--- src/sv/assert_macros.svh ---
// assertion macros shared by the condenser rtl
`ifndef ASSERT_MACROS_SVH
`define ASSERT_MACROS_SVH

// plain property, clocked on clk and held off during reset
`define SCC_ASSERT(lbl, prop, msg) \
	lbl: assert property (@(posedge clk) disable iff (!arst_n) (prop)) else $error(msg);

// implication, clocked on clk and held off during reset
`define SCC_ASSERT_IMP(lbl, ante, cons, msg) \
	lbl: assert property (@(posedge clk) disable iff (!arst_n) (ante) |-> (cons)) else $error(msg);

`endif

--- src/sv/scc_pkg.sv ---
// shared types, codes and fixed-point helpers of the condenser
`timescale 1ns / 1ps
package scc_pkg;

	localparam int FIRST_DOFS_DEF  = 4;
	localparam int SECOND_DOFS_DEF = 2;
	localparam int Q_W   = 32;
	localparam int ACC_W = 52;

	localparam logic [3:0] KIND_K        = 4'd0;
	localparam logic [3:0] KIND_G        = 4'd1;
	localparam logic [3:0] KIND_M        = 4'd2;
	localparam logic [3:0] KIND_F        = 4'd3;
	localparam logic [3:0] KIND_H        = 4'd4;
	localparam logic [3:0] KIND_D        = 4'd5;
	localparam logic [3:0] KIND_CONDENSE = 4'd6;
	localparam logic [3:0] KIND_RECOVER  = 4'd7;
	localparam logic [3:0] KIND_CLEAR    = 4'd8;

	localparam logic [1:0] TGT_MAT = 2'd0;
	localparam logic [1:0] TGT_VEC = 2'd1;
	localparam logic [1:0] TGT_DOF = 2'd2;

	typedef enum logic [3:0] {
		S_IDLE, S_LOAD, S_RHS, S_PIVI, S_PIV, S_CHK, S_SWAP,
		S_DIVS, S_DIVW, S_ELIMF, S_ELIM, S_OUT, S_EMIT
	} state_t;

	typedef struct packed {
		logic busy;
		logic done;
	} div_stat_t;

	function automatic logic [Q_W-1:0] mag32(input logic signed [Q_W-1:0] v);
		mag32 = v[Q_W-1] ? Q_W'(-v) : Q_W'(v);
	endfunction

	function automatic logic signed [Q_W-1:0] sat32(input logic signed [ACC_W-1:0] v);
		if (&v[ACC_W-1:Q_W-1] || ~|v[ACC_W-1:Q_W-1])
			sat32 = v[Q_W-1:0];
		else if (v[ACC_W-1])
			sat32 = {1'b1, {(Q_W-1){1'b0}}};
		else
			sat32 = {1'b0, {(Q_W-1){1'b1}}};
	endfunction

endpackage

--- src/sv/scc_div.sv ---
// bit-serial q16.16 divider, rounds to nearest with ties away from zero, saturates
`timescale 1ns / 1ps
module scc_div (
	input  logic                    clk,
	input  logic                    arst_n,
	input  logic                    start,
	input  logic signed [31:0]      num,
	input  logic signed [31:0]      den,
	output logic signed [31:0]      quo,
	output scc_pkg::div_stat_t      stat
);
	localparam int DV_W = 49;
	localparam logic [5:0] STEPS = 6'(DV_W);

	logic [DV_W-1:0] dvd_q;
	logic [DV_W-1:0] quo_q;
	logic [32:0]     den2_q;
	logic [32:0]     rem_q;
	logic [5:0]      cnt_q;
	logic            neg_q;
	logic            done_q;
	logic [33:0]     trial;
	logic            qbit;
	logic [33:0]     diff;

	assign trial = {rem_q, dvd_q[DV_W-1]};
	assign qbit  = trial >= {1'b0, den2_q};
	assign diff  = trial - {1'b0, den2_q};

	always_ff @(posedge clk or negedge arst_n) begin
		if (!arst_n) begin
			cnt_q  <= '0;
			done_q <= 1'b0;
		end else begin
			done_q <= 1'b0;
			if (start) begin
				cnt_q <= STEPS;
			end else if (cnt_q != '0) begin
				cnt_q <= cnt_q - 6'd1;
				if (cnt_q == 6'd1)
					done_q <= 1'b1;
			end
		end
	end

	always_ff @(posedge clk) begin
		if (start) begin
			// (2|a|<<16 + |b|) / (2|b|) gives the rounded quotient
			dvd_q  <= {scc_pkg::mag32(num), 17'd0} + {17'd0, scc_pkg::mag32(den)};
			den2_q <= {scc_pkg::mag32(den), 1'b0};
			rem_q  <= '0;
			quo_q  <= '0;
			neg_q  <= num[31] ^ den[31];
		end else if (cnt_q != '0) begin
			dvd_q <= {dvd_q[DV_W-2:0], 1'b0};
			quo_q <= {quo_q[DV_W-2:0], qbit};
			rem_q <= qbit ? diff[32:0] : trial[32:0];
		end
	end

	always_comb begin
		if (neg_q)
			quo = (quo_q > DV_W'(33'h080000000)) ? 32'sh80000000 : -signed'(quo_q[31:0]);
		else
			quo = (quo_q > DV_W'(32'h7fffffff)) ? 32'sh7fffffff : signed'(quo_q[31:0]);
	end

	assign stat.busy = cnt_q != '0;
	assign stat.done = done_q;

endmodule

--- config.mk ---
export PLATFORM = sky130hd
export DESIGN_NAME = scc_div
export DESIGN_NICKNAME = d
export VERILOG_FILES = /design/src/sv/assert_macros.svh /design/src/sv/scc_pkg.sv /design/src/sv/scc_div.sv
export SDC_FILE = /design/constraint.sdc
export NUM_CORES = 1
export LEC_CHECK = 0
export BUFFER_PORTS_ARGS = -buffer_cell sky130_fd_sc_hd__buf_2
export CORE_ASPECT_RATIO = 0.8
export CORE_UTILIZATION = 50
export DETAILED_ROUTE_END_ITERATION = 8
export PLACE_DENSITY = 0.67
export SLEW_MARGIN = 15
export SYNTH_ARGS = -nofsm -noshare
export SYNTH_HDL_FRONTEND = slang
export SYNTH_SLANG_ARGS = --single-unit
--- constraint.sdc ---
create_clock -name clk -period 3.13 [get_ports clk]
set_input_delay 0.1565 -clock clk [delete_from_list [all_inputs] [get_ports clk]]
set_output_delay 0.1565 -clock clk [all_outputs]
set_load 0.005 [all_outputs]
* Word level (Yosys, flattened, before mapping)
Index checks and enable logic that the tools add are counted.
** Word-level totals
- Output and inout bits :: 34
- Input port bits :: 67
- Bits in registers :: 171
- Logic and storage cells :: 33
** Cells by class
- Reductions and logical operators :: 2
- Eq/ne operators :: 1
- Add/sub/neg operators :: 6
- $lt $le $gt $ge :: 3
- Bitwise logic cells :: 1
- Multiplexer cells :: 13
** Operators with widths (number)
- 32-bit 2-to-1 mux :: 5
- 49-bit 2-to-1 mux :: 2
- 32-bit negator :: 3
- 49-bit by 32-bit adder with 49-bit output :: 1
- 49-bit by 31-bit greater-than comparator with 1-bit output, second input constant :: 1
- 49-bit by 32-bit greater-than comparator with 1-bit output, second input constant :: 1
- 34-bit by 33-bit >= comparator with 1-bit output :: 1
- 33-bit 2-to-1 mux :: 1
- 33-bit subtractor :: 1
- 6-bit 2-to-1 mux :: 2
- 6-bit by 1-bit == test with 1-bit output, second input constant :: 1
- 6-bit nonzero test :: 1
- 6-bit by 1-bit subtractor with 6-bit output, second input constant :: 1
- 1-bit 2-to-1 mux :: 3
- 2-bit nonzero test :: 1
- 1-bit XOR :: 1

* Logic depth before layout (Yosys ltp)
- Depth in word-level cells :: 4
- Depth in mapped cells :: 19
- Depth with buffers taken out :: 19

* Worst setup path after synthesis
Ideal clock, no wire load.
- Path type :: input -> register
- Start :: input port den[3]
- End :: register dvd_q[41] (data pin)
- Path buffers :: 0
- Setup time :: 0.260 ns
- Required time :: 2.870 ns
- Setup slack :: -1.283 ns
- Arrival :: 4.154 ns
- Cell stages on the path :: 19
- Path through :: nor3_1 -> nand3_1 -> or2_2 -> or3_1 -> or2_2 -> o31ai_1 -> xnor2_1 -> ha_1 -> inv_1 -> fa_1 -> nor2b_1 -> o21ai_0 -> a21oi_1 -> o41ai_1 -> o21ai_0 -> a311oi_4 -> nor4_1 -> xnor2_1 -> mux2_2
** Between the ends
- Cells in the longest elaborated chain, start to end :: 4
** Ends and longest elaborated chain
- start: declaration :: RTL line scc_div.sv:8 : input logic signed [31:0] den,
- 32-bit negator :: RTL line scc_pkg.sv:35 : mag32 = v[Q_W-1] ? Q_W'(-v) : Q_W'(v);
- 32-bit 2-to-1 mux (*)
- 49-bit by 32-bit adder with 49-bit output (*) :: RTL line scc_div.sv:49 : dvd_q <= {scc_pkg::mag32(num), 17'd0} + {17'd0, scc_pkg::mag32(den)};
- 49-bit 2-to-1 mux (*) :: RTL line scc_div.sv:47 : if (start) begin
- end signal: assignment :: RTL line scc_div.sv:49
- end signal: assignment :: RTL line scc_div.sv:55 : dvd_q <= {dvd_q[DV_W-2:0], 1'b0};
- end: declaration :: RTL line scc_div.sv:15 : logic [DV_W-1:0] dvd_q;
Every way passes the cells marked *; elsewhere a longest branch is shown, timed or not.
A chain may end at the register's enable or synchronous reset.

* Final worst setup path
- Start :: input port den[6]
- End :: register dvd_q[47] (data pin)
The elaborated chain is that of the path after synthesis.

==> flow_metrics.py <==
metrics = {
    "synth": {
        "syn-mean-instance-area_um2": 8.33,
        "synthDominantCellAreaShare_pct": 20.7,
        "synth_top_cells_by_count": "201 x nand2_1, 147 x a21oi_1, 91 x nor2_1",
        "synth-warning-count": 0,
        "yosys_most_used_dff": "edfxtp_1",
        "synth-seq-cells": 171,
        "synthTopCellsByArea": "edfxtp_1 21%, dfxtp_1 14%, nand2_1 6.3%, a21oi_1 6.2%, ha_1 5.5%",
        "ys_async_sr_fraction_pct": 4.09,
        "synthMostInstantiatedCell": "nand2_1",
        "synth_cells": 1430,
        "post_synth_num_cell_types": 75,
        "synth_sequential_area_ratio_pct": 35.9,
        "synth.largest_area_cell": "edfxtp_1",
        "post_synth_instance_area_um2": 11900,
        "mappedNetlistNets": 1551,
        "post_synth_edffs": 82,
    },
    "layout": {
        "n_antenna_cell": 0,
        "sequential_cell_area_um2": 4280,
        "multi_input_comb_area_um2": 8020,
        "fin_nets": 1853,
        "drive_above_1_share_pct": 33.6,
        "layout.core_utilization_pct": 69.5,
        "area_growth_syn_to_layout_pct": 36.3,
        "layout.filler_cells": 1838,
    },
    "power": {
        "cellPowerDensity_nw_per_um2": 624,
        "vdd_ir_drop_max_uv": 464,
        "static-leakage-power_uw": 0.00681,
    },
    "worst_hold_path": {
        "hold_depth": 2,
        "timing.hold.worst_endpoint": "den2_q[1]",
        "min_from": "den[0]",
        "holdCritPathClass": "input pin to flop",
    },
    "detailed_routing": {
        "drt.antenna.violating_nets": 0,
        "routedWlPerCell_um": 16.7,
        "drc": 0,
        "route.vias.total": 11800,
        "drt-pass1-iter-count": 5,
        "detailedRoute.firstIterationViolations": 1022,
        "viasPerCell": 5.73,
        "route.final.wire_length_um": 34400,
    },
    "grt": {
        "grt_resource_usage_total_pct": 27.5,
        "antenna_found_initial": 0,
        "global_route.overflow_total": 0,
        "grt_pass1_wl_um": 54900,
        "grt_start_max_net_pins": 113,
        "grt_util_met1_pct": 40.3,
        "grt-busiest-layer": "met2",
        "first_global_vias": 11000,
        "gr_layer_usage_met2_pct": 42.4,
        "gr-usage-met3_pct": 3.96,
    },
    "cts": {
        "cts_tree": "built",
        "clockBufferDepth": 2,
        "root_buffer": "clkbuf_16",
        "cts_num_sinks": 171,
        "cts_buffers": 17,
        "htree_levels": 4,
        "clk-insertion-delay-late_ps": 430,
        "clkSlewWorstSetupHoldPaths_ps": 70,
    },
    "setup_path": {
        "startpoint_of_the_lowest_slack_register_to_register_path": "den2_q[20]",
        "cp-start-kind": "input pin",
        "rr_worst_depth": 11,
        "timing.reg2reg.setup_slack_ps": 80,
        "crit_type": "input pin to flop",
        "cp.required_ps": 3320,
        "setup.worst_path.end_class": "flop",
        "maximum_net_fanout_on_the_critical_path": 8,
        "worstPathArrival_ps": 4210,
        "rr_endpoint": "rem_q[14]",
    },
    "timing": {
        "max_slew_margin_pct": 29.3,
        "finalMaxSlewViolations": 0,
        "transition_time_of_the_tightest_slew_check_pin_ps": 1060,
        "setup_ws_ps": -885,
        "grt_setup_unrepaired": "yes",
        "report.final.hold_viol_count": 0,
        "final.min_clock_period_ps": 4010,
        "final.hold.worst_slack_ps": 25.9,
        "timing.clock.skew_ps": 10.6,
        "setup_violations": 58,
        "final.period_utilization_pct": 128,
        "fmaxAchievable_mhz": 249,
    },
    "floorplan": {
        "die_width_um": 175,
        "rows": 50,
        "initial_utilization_pct": 50.9,
        "placeable_area_um2": 23400,
        "io_pins": 101,
        "dieHeight_um": 140,
        "floorplan.die_area_um2": 24500,
    },
    "status": {
        "failed_checks": "negative setup slack",
        "run_status": "finished with violations",
    },
    "place": {
        "placement.setup.worst_slack_ps": -1420,
        "gp_routability_congestion": 0.903,
        "dpl.hpwl_um": 23200,
        "io_buffers": 100,
    },
    "run": {
        "max-cap-violations": 0,
    },
}
[per-layer routing]
metal  wire length [um]  up-vias
met1              16600     5575
met3               1910       44
met2              15500      381
met5                  0        -
met4                389        0
li1                   -     5793
[power by group]
part / internal, uW / switching (uW) / total, uW
Combinational: 2310 / 2630 / 4940
Sequential: 2780 / 233 / 3020
Clock: 1170 / 1010 / 2180
Total: 6260 / 3870 / 10100
[worst max-delay path: stages]
cell and delay (ps):
buf_6 90, or4_4 530, or3_4 410, or3_4 430
inv_4 80, nand3_1 120, o31ai_2 230, xnor2_1 200
ha_1 360, a21oi_2 210, nand2_1 120, a21oi_2 200
nor2b_1 90, a311oi_4 300, buf_12 200, nor4_4 60
xnor2_1 130, mux2_4 260
[layout by cell type (no fill, tap or decap), drive strengths merged, types with 30 or more instances in the layout]
cell and count:
mux2 34, dfxtp 82, nor2 91, ha 52, buf 356, xor2 30
inv 82, edfxtp 82, nand2 201, a21oi 147, o21ai 72, nor3 45
nand3 34, xnor2 74
[cell type report]
type / instances / area share [%]
clock buffers: 18 / 2.70
repair buffers: 357 / 16.3
clock inverters: 14 / 1.06
well taps: 312 / 2.40
flip-flops and latches: 171 / 26.3
inverters: 77 / 1.79
multi-input cells: 1108 / 49.4
[metrics by stage]
stage	setup TNS [ps]	area [um2]	power, uW	std cells
3_3_place_gp	-34390	14400	7160	1992
3_5_place_dp	-37900	14400	7250	1992
4_1_cts	-30850	15800	9810	2045
5_1_grt	-43910	16300	10700	2057
2_1_floorplan	-19760	12100	5730	1430
6_report	-37380	16300	10100	2057
[state kept, by name (all words and copies together), names as in the netlist]
register,flops
cnt_q,6
den2_q,32
done_q,1
dvd_q,49
neg_q,1
quo_q,49
rem_q,33
[logic make-up after synthesis]
group | Yosys count | synth area share (%)
and+or+nand+nor | 525 | 21.6
AOI/OAI and AO/OA | 390 | 20.9
DFF | 171 | 35.9
buffers and inverters | 151 | 4.94
xor gates and xnor gates | 104 | 7.64
adders and majority gates | 54 | 5.79
muxes | 35 | 3.30
[repair_timing]
action	in CTS	in global routing
cloned	1	0
hold buffers	1	0
gates resized for setup	145	80
buffers inserted	20	17
endpoints found under the hold margin	7	0
pin swaps	59	46
setup endpoints to repair	58	72
[worst max path at each step]
stage	start	to	slack, ps	cells after the start
3_5_place_dp	den[3]	dvd_q[44]	-1420	19
4_1_cts	den[3]	dvd_q[44]	-820	19
5_1_grt	den[6]	dvd_q[47]	-1030	18
6_report	den[6]	dvd_q[47]	-880	18
3_3_place_gp	den[3]	dvd_q[45]	-1280	21
2_1_floorplan	den[3]	dvd_q[39]	-970	17
No activity file was read; power rests on OpenSTA's default activity.
